--- config.mk ---
export PLATFORM = sky130hd
export DESIGN_NAME = gap_framed_packet_receiver
export DESIGN_NICKNAME = d
export VERILOG_FILES = /design/src/hw/rtl/gfpr_pkg.sv /design/src/hw/rtl/gfpr_csr.sv /design/src/hw/rtl/gfpr_frame.sv /design/src/hw/rtl/gfpr_rsp_buf.sv /design/src/hw/rtl/gap_framed_packet_receiver.sv
export SDC_FILE = /design/constraint.sdc
export NUM_CORES = 1
export LEC_CHECK = 0
export BUFFER_PORTS_ARGS = -buffer_cell sky130_fd_sc_hd__buf_4
export CORE_UTILIZATION = 30
export CTS_BUF_LIST = sky130_fd_sc_hd__clkbuf_8 sky130_fd_sc_hd__clkbuf_16
export CTS_CLUSTER_SIZE = 16
export DETAILED_ROUTE_END_ITERATION = 10
export PLACE_DENSITY = 0.58
export REMOVE_ABC_BUFFERS = 1
export SYNTH_ARGS = -nofsm -noshare
export SYNTH_HDL_FRONTEND = slang
export SYNTH_SLANG_ARGS = --single-unit
--- constraint.sdc ---
create_clock -name clock -period 10.6 [get_ports clock]
set_clock_uncertainty 0.05 [all_clocks]
set_input_delay 1.06 -clock clock [delete_from_list [all_inputs] [get_ports clock]]
set_output_delay 1.06 -clock clock [all_outputs]
set_load 0.1 [all_outputs]
--- src/hw/rtl/gfpr_pkg.sv ---
// Shared types, codes and constants of the gap-framed packet receiver.
package gfpr_pkg;

   localparam int FRAME_LEN_DEFAULT = 6;
   localparam int CHECK_BYTES = 5;        // sync, address, command, payload, checksum
   localparam int CSR_ADDR_W = 4;
   localparam int CSR_DATA_W = 32;

   localparam logic [3:0] GAP_MAX = 4'd15;
   localparam logic [3:0] GAP_RESTART_LO = 4'd3;
   localparam logic [3:0] GAP_LIMIT = 4'd4;
   localparam logic [7:0] ADDR_LIMIT = 8'hFD;

   localparam logic OP_BYTE = 1'b0;
   localparam logic OP_TICK = 1'b1;

   localparam logic [7:0] SYNC_RESET = 8'hFF;
   localparam logic [7:0] PLAY_RESET = 8'd1;
   localparam logic [7:0] STOP_RESET = 8'd2;
   localparam logic [7:0] LEARN_RESET = 8'd3;

   typedef enum logic [1:0] {
      REG_SYNC  = 2'd0,
      REG_PLAY  = 2'd1,
      REG_STOP  = 2'd2,
      REG_LEARN = 2'd3
   } reg_index_type;

   typedef enum logic [2:0] {
      STATUS_OK       = 3'd0,
      STATUS_SYNC_ERR = 3'd1,
      STATUS_ADDR_ERR = 3'd2,
      STATUS_CSUM_ERR = 3'd3,
      STATUS_UNK_CMD  = 3'd4
   } status_type;

   typedef enum logic [1:0] {
      KIND_PLAY  = 2'd0,
      KIND_STOP  = 2'd1,
      KIND_LEARN = 2'd2,
      KIND_NONE  = 2'd3
   } kind_type;

   typedef struct packed {
      logic [7:0] sync_value;
      logic [7:0] play_code;
      logic [7:0] stop_code;
      logic [7:0] learn_code;
   } cfg_type;

   typedef struct packed {
      status_type status;
      logic [7:0] address;
      logic [7:0] command;
      logic [7:0] payload;
      kind_type   command_kind;
   } rsp_type;

endpackage

--- src/hw/rtl/gfpr_csr.sv ---
// APB-style configuration registers of the packet receiver.
module gfpr_csr
   import gfpr_pkg::*;
(
   input  logic                  clock,
   input  logic                  reset,
   input  logic                  psel,
   input  logic                  penable,
   input  logic                  pwrite,
   input  logic [CSR_ADDR_W-1:0] paddr,
   input  logic [CSR_DATA_W-1:0] pwdata,
   output logic [CSR_DATA_W-1:0] prdata,
   output logic                  pready,
   output cfg_type               cfg
);

   cfg_type       cfg_ff, cfg_in;
   reg_index_type index;
   logic          wr_en;

   assign pready = 1'b1;
   assign index = reg_index_type'(paddr[CSR_ADDR_W-1:2]);
   assign wr_en = psel & penable & pwrite;
   assign cfg = cfg_ff;

   always_comb begin
      cfg_in = cfg_ff;
      if (wr_en) begin
         case (index)
            REG_SYNC:  cfg_in.sync_value = pwdata[7:0];
            REG_PLAY:  cfg_in.play_code = pwdata[7:0];
            REG_STOP:  cfg_in.stop_code = pwdata[7:0];
            REG_LEARN: cfg_in.learn_code = pwdata[7:0];
            default:   cfg_in = cfg_ff;
         endcase
      end
   end

   always_comb begin
      case (index)
         REG_SYNC:  prdata = {24'd0, cfg_ff.sync_value};
         REG_PLAY:  prdata = {24'd0, cfg_ff.play_code};
         REG_STOP:  prdata = {24'd0, cfg_ff.stop_code};
         REG_LEARN: prdata = {24'd0, cfg_ff.learn_code};
         default:   prdata = '0;
      endcase
   end

   always_ff @(posedge clock) begin
      if (reset) begin
         cfg_ff.sync_value <= SYNC_RESET;
         cfg_ff.play_code <= PLAY_RESET;
         cfg_ff.stop_code <= STOP_RESET;
         cfg_ff.learn_code <= LEARN_RESET;
      end else begin
         cfg_ff <= cfg_in;
      end
   end

endmodule

--- src/hw/rtl/gfpr_frame.sv ---
// Gap timer, frame store and frame check of the packet receiver.
module gfpr_frame
   import gfpr_pkg::*;
#(
   parameter int FRAME_LEN = FRAME_LEN_DEFAULT
) (
   input  logic       clock,
   input  logic       reset,
   input  cfg_type    cfg,
   input  logic       fire,
   input  logic       operation,
   input  logic [7:0] rx_byte,
   output logic       rsp_push,
   output rsp_type    rsp_data
);

   localparam int IDX_W = $clog2(FRAME_LEN);
   localparam logic [3:0] LEN4 = 4'(FRAME_LEN);

   logic [7:0] store_ff [FRAME_LEN];
   logic [3:0] wp_ff, wp_in;
   logic [3:0] gap_ff, gap_in;
   logic       timer_ff, timer_in;

   logic       is_byte;
   logic       restart;
   logic [3:0] idx;
   logic [3:0] wp_inc;
   logic [3:0] gap_sat;
   logic [7:0] view [CHECK_BYTES];
   logic [7:0] sum;
   logic [7:0] csum;

   // sum mod 100 as two BCD digits; tens by multiply-shift (exact for 0..99)
   function automatic logic [7:0] bcd_mod100(input logic [7:0] s);
      logic [6:0]  r;
      logic [14:0] prod;
      logic [3:0]  tens;
      logic [6:0]  units;
      if (s >= 8'd200) begin
         r = 7'(s - 8'd200);
      end else if (s >= 8'd100) begin
         r = 7'(s - 8'd100);
      end else begin
         r = s[6:0];
      end
      prod = 15'(r) * 15'd205;
      tens = prod[14:11];
      units = r - 7'(tens) * 7'd10;
      return {tens, units[3:0]};
   endfunction

   assign is_byte = fire && (operation == OP_BYTE);
   assign restart = (gap_ff >= GAP_RESTART_LO) && (gap_ff <= GAP_LIMIT);
   assign idx = restart ? 4'd0 : wp_ff;
   assign wp_inc = idx + 4'd1;
   assign gap_sat = (gap_ff == GAP_MAX) ? GAP_MAX : gap_ff + 4'd1;

   // bypass the byte being written so a frame ending on a check byte sees it
   always_comb begin
      for (int k = 0; k < CHECK_BYTES; k++) begin
         view[k] = (idx == 4'(k)) ? rx_byte : store_ff[k];
      end
   end

   always_comb begin
      wp_in = wp_ff;
      gap_in = gap_ff;
      timer_in = timer_ff;
      if (fire) begin
         if (operation == OP_TICK) begin
            if (timer_ff) begin
               gap_in = gap_sat;
               if ((gap_sat > GAP_LIMIT) && (wp_ff != 4'd0)) begin
                  timer_in = 1'b0;
                  wp_in = 4'd0;
               end
            end
         end else begin
            gap_in = 4'd0;
            timer_in = 1'b1;
            wp_in = (wp_inc == LEN4) ? 4'd0 : wp_inc;
         end
      end
   end

   assign sum = view[1] + view[2] + view[3];
   assign csum = bcd_mod100(sum);

   always_comb begin
      rsp_data.status = STATUS_OK;
      rsp_data.command_kind = KIND_NONE;
      rsp_data.address = view[1];
      rsp_data.command = view[2];
      rsp_data.payload = view[3];
      if (view[0] != cfg.sync_value) begin
         rsp_data.status = STATUS_SYNC_ERR;
      end else if (view[1] >= ADDR_LIMIT) begin
         rsp_data.status = STATUS_ADDR_ERR;
      end else if (csum != view[4]) begin
         rsp_data.status = STATUS_CSUM_ERR;
      end else if (view[2] == cfg.play_code) begin
         rsp_data.command_kind = KIND_PLAY;
      end else if (view[2] == cfg.stop_code) begin
         rsp_data.command_kind = KIND_STOP;
      end else if (view[2] == cfg.learn_code) begin
         rsp_data.command_kind = KIND_LEARN;
      end else begin
         rsp_data.status = STATUS_UNK_CMD;
      end
   end

   assign rsp_push = is_byte && (wp_inc == LEN4);

   always_ff @(posedge clock) begin
      if (reset) begin
         wp_ff <= 4'd0;
         gap_ff <= 4'd0;
         timer_ff <= 1'b0;
      end else begin
         wp_ff <= wp_in;
         gap_ff <= gap_in;
         timer_ff <= timer_in;
      end
   end

   // write position always stays below FRAME_LEN
   always_ff @(posedge clock) begin
      if (is_byte) begin
         store_ff[idx[IDX_W-1:0]] <= rx_byte;
      end
   end

endmodule

--- src/hw/rtl/gfpr_rsp_buf.sv ---
// Two-entry result buffer: output register plus skid slot.
module gfpr_rsp_buf
   import gfpr_pkg::*;
(
   input  logic    clock,
   input  logic    reset,
   input  logic    push,
   input  rsp_type push_data,
   output logic    space,
   output logic    rsp_valid,
   input  logic    rsp_ready,
   output rsp_type rsp_data
);

   rsp_type    head_ff, head_in;
   rsp_type    spare_ff, spare_in;
   logic [1:0] count_ff, count_in;
   logic       pop;

   assign rsp_valid = (count_ff != 2'd0);
   assign space = (count_ff != 2'd2);
   assign pop = rsp_valid & rsp_ready;
   assign rsp_data = head_ff;

   always_comb begin
      head_in = head_ff;
      spare_in = spare_ff;
      count_in = count_ff + {1'b0, push} - {1'b0, pop};
      case (count_ff)
         2'd0: begin
            if (push) head_in = push_data;
         end
         2'd1: begin
            if (push && pop) begin
               head_in = push_data;
            end else if (push) begin
               spare_in = push_data;
            end
         end
         2'd2: begin
            if (pop) head_in = spare_ff;
         end
         default: count_in = 2'd0;
      endcase
   end

   always_ff @(posedge clock) begin
      if (reset) begin
         count_ff <= 2'd0;
      end else begin
         count_ff <= count_in;
      end
   end

   always_ff @(posedge clock) begin
      head_ff <= head_in;
      spare_ff <= spare_in;
   end

endmodule

--- src/hw/rtl/gap_framed_packet_receiver.sv ---
// Top level of the gap-framed packet receiver.
// Takes one transfer per cycle while req_ready is high, either a received byte or a character-time tick.
// Ticks advance a gap counter while the gap timer runs; a byte after a gap of
// 3 or 4 ticks restarts the frame, and more than 4 ticks drop a partial frame.
// Every FRAME_LEN-th byte of a frame produces one result transfer, checked for
// sync, address, BCD checksum and command code in that order. Each transfer is
// handled by the gap and frame logic, and the result lands in a two-entry output
// buffer in the cycle after the closing byte is taken; req_ready drops
// only while both buffer entries hold untaken results.
module gap_framed_packet_receiver
   import gfpr_pkg::*;
#(
   parameter int FRAME_LEN = FRAME_LEN_DEFAULT
) (
   input  logic                  clock,
   input  logic                  reset,
   input  logic                  req_valid,
   output logic                  req_ready,
   input  logic                  req_operation,
   input  logic [7:0]            req_rx_byte,
   output logic                  rsp_valid,
   input  logic                  rsp_ready,
   output logic [2:0]            rsp_status,
   output logic [7:0]            rsp_address,
   output logic [7:0]            rsp_command,
   output logic [7:0]            rsp_payload,
   output logic [1:0]            rsp_command_kind,
   input  logic                  csr_psel,
   input  logic                  csr_penable,
   input  logic                  csr_pwrite,
   input  logic [CSR_ADDR_W-1:0] csr_paddr,
   input  logic [CSR_DATA_W-1:0] csr_pwdata,
   output logic [CSR_DATA_W-1:0] csr_prdata,
   output logic                  csr_pready
);

   cfg_type cfg;
   rsp_type frame_rsp;
   rsp_type out_rsp;
   logic    frame_push;
   logic    space;
   logic    fire;

   assign req_ready = space;
   assign fire = req_valid & space;

   gfpr_csr u_csr (
      .clock   (clock),
      .reset   (reset),
      .psel    (csr_psel),
      .penable (csr_penable),
      .pwrite  (csr_pwrite),
      .paddr   (csr_paddr),
      .pwdata  (csr_pwdata),
      .prdata  (csr_prdata),
      .pready  (csr_pready),
      .cfg     (cfg)
   );

   gfpr_frame #(
      .FRAME_LEN (FRAME_LEN)
   ) u_frame (
      .clock     (clock),
      .reset     (reset),
      .cfg       (cfg),
      .fire      (fire),
      .operation (req_operation),
      .rx_byte   (req_rx_byte),
      .rsp_push  (frame_push),
      .rsp_data  (frame_rsp)
   );

   gfpr_rsp_buf u_rsp_buf (
      .clock     (clock),
      .reset     (reset),
      .push      (frame_push),
      .push_data (frame_rsp),
      .space     (space),
      .rsp_valid (rsp_valid),
      .rsp_ready (rsp_ready),
      .rsp_data  (out_rsp)
   );

   assign rsp_status = out_rsp.status;
   assign rsp_address = out_rsp.address;
   assign rsp_command = out_rsp.command;
   assign rsp_payload = out_rsp.payload;
   assign rsp_command_kind = out_rsp.command_kind;

endmodule

Word-level counts from Yosys, hierarchy flattened --
Memories as Yosys holds them, arrays and structs flattened. Cells that the tools add are included.
Word-level totals: bits of input ports 52, register bits 101, memories 1, bits in writable memories 48
Operators by class: muxes and demuxes 37, bitwise operators 7, add/subtract/negate cells 9, multiply operators 2, reduce and logical (&&, ||, !) cells 21, $lt $le $gt $ge 6, equal/unequal tests 22
Memories:
- u_frame.store_ff | depth 6, bits a word 8, read ports 5, clocked after Yosys merged registers in 0, write ports 1, RTL line gfpr_frame.sv:20 | logic [7:0] store_ff [FRAME_LEN];
Operator list (number):
- $pmux 32 s4 | 1
- $mux 29 | 3
- $pmux 29 s3 | 1
- $mux 8 | 5
- $mux 4 | 8
- $eq 8x8->1 | 3
- $mux 3 | 6
- $add 8x8->8 | 2
- $ge 8x8->1 const B | 2
- $ne 8x8->1 | 2
- $mul 7x8->15 const B | 1
- $mux 7 | 2
- $sub 7x7->7 const B | 2
- $mux 2 | 5
- $ne 2x1->1 const B | 5
- $reduce_and 2->1 | 5
- $add 4x1->4 const B | 2
- $eq 4x2->1 const B | 2
- $eq 4x3->1 const B | 2
- $ge 8x7->1 const B | 1
- $eq 2x2->1 const B | 3
- $mux 1 | 6
- $reduce_and 3->1 | 2
- $logic_and 1x1->1 | 5
- other kinds (21) | 28

Logic depth before layout (Yosys ltp) --
word-level depth 19, gate-level depth with buffers 53, mapped depth without buffers 49

Modules after synthesis --
From an unflattened synthesis, not the netlist that was laid out.
Second synthesis, totals: cells, all modules 779, area, all modules 8799.7 µm²
Modules (own cells, without submodules):
- gfpr_frame | instances 1, cells an instance 496, area each 4817.1 µm², sequential area each 1381.3 µm²
- gfpr_rsp_buf | instances 1, cells an instance 109, area each 2259.7 µm², sequential area each 1781.7 µm²
- gfpr_csr | instances 1, cells an instance 173, area each 1716.6 µm², sequential area each 640.6 µm²
- gap_framed_packet_receiver | instances 1, cells an instance 1, area each 6.3 µm², sequential area each 0.0 µm²

Worst setup path before layout --
OpenSTA, ideal clock, no wires.
kind reg-to-reg, start point register u_frame.gap_ff[0], end point register u_rsp_buf.spare_ff[0] (netlist name) (data pin), cell stages (with the launch flop) 52, buffers on the path 4, arrival time 10405 ps, data required time 10288 ps, library setup time 262 ps, path slack -117 ps, cells stage by stage dfxtp_1 -> inv_1 -> ha_1 -> mux2i_2 -> or2_2 -> clkbuf_1 -> nand2_1 -> inv_1 -> ha_1 -> clkbuf_1 -> nand2_1 -> mux2_2 -> fa_1 -> ha_1 -> fa_1 -> a211oi_1 -> o21bai_1 -> a21oi_1 -> [... 16 more ...] -> a21o_1 -> a21o_1 -> a21oi_1 -> nor3b_1 -> nor2_1 -> a221oi_1 -> nand4b_1 -> inv_1 -> ha_1 -> inv_1 -> fa_1 -> xor2_1 -> xnor2_1 -> xnor2_2 -> mux2i_1 -> and4_1 -> buf_6 -> nand3_1
RTL lines:
- from (decl) | RTL line gfpr_frame.sv:22 | logic [3:0] gap_ff, gap_in;
- from (signal assigned) | RTL line gfpr_frame.sv:122 | gap_ff <= gap_in;
- to (signal assigned) | RTL line gfpr_rsp_buf.sv:57 | spare_ff <= spare_in;
- to (decl) | RTL line gfpr_rsp_buf.sv:16 | rsp_type spare_ff, spare_in;

==> qor.yml <==
setup_path:
  crit_buf_inv: 11
  max_stage_delay_ns: 0.53
  worstSetupPathType: "flip-flop to flip-flop"
  path_max_fanout: 7
  crit_top_cell: "inv_1"
  crit_family: "adder cells"
  start_kind: "flip-flop"
  required_ns: 10.71
  cp-end-kind: "flip-flop"
  cpMaxStageDelayCell: "fa_1"
  cp.arrival_ns: 10.02
floorplanning:
  io_pins: 116
  core_sq_um: 27800
  design.die.area_sq_um: 28900
  dieHeight_microns: 170
  start_util: 0.305
  die_w_microns: 170
  core.rowCount: 61
pwr:
  seqPwrFrac: 0.185
  vdd_drop_max_v: 0.000225
  leakage_nw: 4.53
  p_comb_frac: 0.631
  pwr-share-clk: 0.184
  p_sw_w: 0.00131
  powerDensity_nw_per_um2: 311
  power_w: 0.00328
  switching_share: 0.397
  p_int_w: 0.00198
timing:
  period_minus_slack_ns: 9.91
  slew_headroom: 0.436
  worst_slew_pin_slew_ns: 0.845
  finalMaxSlewViolations: 0
  hold_viol: 0
  min_period_over_period: 0.935
  max_freq_mhz: 101
  setup_violations: 0
global_routing:
  track_usage: 0.137
  grt_pass1_wl_microns: 30300
  antenna_found_initial: 0
  grt_max_degree: 52
  globalRouteOverflowTotal: 0
  first_global_vias: 5747
drt:
  first_pass_iters: 5
  num_vias: 5922
  wirelength_microns: 19000
  antenna_left: 0
  vias_per_cell: 4.55
  drtIter0Drc: 341
  post_drt_wl_per_cell_microns: 14.6
  drc: 0
final_layout:
  area_delta_synth_final_pct: 24.6
  post-route-util: 0.380
  finalNonFillerCells: 1301
  fin_nets: 1031
  drive_gt1_frac: 0.248
  antennaDiodeCount: 0
  final_cell_mix: "buf_4, edfxtp_1, nor2_1"
  layout_commonest_cell: "buf_4"
status:
  status: "finished clean"
cts:
  hold_buffers: 0
  htree_levels: 4
  clkSinkCount: 141
  cts-root-buf: "clkbuf_16"
  cts_buffers: 17
  path_clk_slew_ns: 0.06
  cts_buffer_depth: 2
  cts_tree: "built"
  worst_skew_pair.late_latency_ns: 0.42
logic_synthesis:
  synth-main-ff-cell: "edfxtp_1"
  syn-mean-instance-area_sq_um: 10.9
  synth_edf_count: 98
  synth_area_sq_um: 8480
  yosysSeqAreaShare: 0.449
  synth.distinct_cells: 64
  ys_warn_count: 0
  synthArstFlopShare: 0
  syn_inst: 776
  synth-seq-cells: 141
worst_hold_path:
  hold_class: "flip-flop to flip-flop"
placement:
  place.port_buffers: 64
  place_hpwl_microns: 14200
  dp_cells: 1267
  gp_congestion: 0.832
flow_run:
  maxCapViolCount: 0
==> per-layer routing <==
layer  GRT usage  wire length, microns  up-vias
met5           0                     0        -
met4      0.0309                   194        0
met3      0.0309                   701       14
met2       0.222                  8990       99
met1       0.185                  9090     2848
li1            -                     -     2961
==> worst register-to-register path: cells and delay by family (launching register included) <==
kind            cells  cell delay, ns
flops               1            0.36
mux                 4            1.02
buf+inv            11            0.82
compound gates      8            1.46
simple gates        9            1.39
xor+xnor            6            1.07
fa+ha+maj          12            3.53
==> metrics by stage <==
step                      TNS, ns  hold slack, ns  setup WS (ns)  area, sq um
final                           0           0.438          0.693        10600
after floorplan                 0           0.399        0.00990         8280
after global placement          0           0.424          0.120         9820
after detailed placement  -0.0359           0.423        -0.0195         9820
after CTS                       0           0.437        0.00900        10400
after global routing      -0.0205           0.465        -0.0205        10600
==> flip-flops by register name, summed over array words and instances, names as in the netlist <==
register            flops
u_csr.cfg              32
u_frame.gap_ff          4
u_frame.store_ff       40
u_frame.timer_ff        1
u_frame.wp_ff           4
u_rsp_buf.count_ff      2
u_rsp_buf.rsp_data     29
u_rsp_buf.spare_ff     29
==> area by class of cell <==
type | instances | area [sq um]
well taps | 378 | 473
clock buffers | 17 | 425
clock inverters | 15 | 173
flip-flops and latches | 141 | 3810
fillers | 2752 | 17200
inverters | 77 | 289
repair buffers | 141 | 1070
multi-input cells | 532 | 4320
==> logic make-up (layout without fill, tap and decap cells) <==
family,Yosys count,in the layout,synth area share
buffers and inverters,126,250,0.0680
AND/OR/NAND/NOR,197,197,0.115
XOR/XNOR,59,59,0.0635
AO/OA/AOI/OAI,107,107,0.0847
adder cells (fa/ha/maj),69,69,0.117
flip-flops,141,141,0.449
multiplexers,75,75,0.102
other,2,25,0.000886
==> power groups by stage <==
stage               Clock [W]  Sequential [W]  Combinational (W)
floorplan                   0        0.000643            0.00144
global placement            0        0.000619            0.00201
detailed placement          0        0.000619            0.00204
CTS                  0.000616        0.000607            0.00205
global route         0.000639        0.000608            0.00240
finish               0.000605        0.000607            0.00207
==> cell usage after synthesis, types with 9 or more instances <==
cell / number / share of area
edfxtp_1: 98 / 0.35
nor2_1: 76 / 0.034
inv_1: 75 / 0.033
mux2i_1: 58 / 0.068
ha_1: 52 / 0.077
dfxtp_1: 43 / 0.10
a21oi_1: 42 / 0.025
nand2_1: 35 / 0.015
xnor2_1: 30 / 0.031
xor2_1: 27 / 0.028
buf_4: 25 / 0.022
clkbuf_1: 18 / 0.0080
fa_1: 17 / 0.040
nor2b_1: 16 / 0.012
a211o_1: 13 / 0.013
nand3_1: 11 / 0.0065
o21ai_0: 11 / 0.0065
nor4_1: 10 / 0.0074
and3_1: 9 / 0.0066
==> timing repair <==
item | in CTS | in global routing
pin swaps | 0 | 6
resized for setup | 1 | 28
setup endpoints to repair | 9 | 10
buffers inserted | 0 | 2
==> worst paths after layout <==
kind                                           end  cells after the start  slack (ns)                             start
setup reg to reg   u_rsp_buf.spare_ff[0]$_DFFE_PP_                     50        0.69    u_frame.gap_ff[0]$_SDFFE_PP0P_
setup / recovery   u_rsp_buf.spare_ff[0]$_DFFE_PP_                     50        0.69    u_frame.gap_ff[0]$_SDFFE_PP0P_
hold reg to reg   u_rsp_buf.count_ff[0]$_SDFF_PP0_                      1        0.44  u_rsp_buf.count_ff[0]$_SDFF_PP0_
hold / removal    u_rsp_buf.count_ff[0]$_SDFF_PP0_                      1        0.44  u_rsp_buf.count_ff[0]$_SDFF_PP0_
Note: power is estimated with default switching activity, not from simulation.
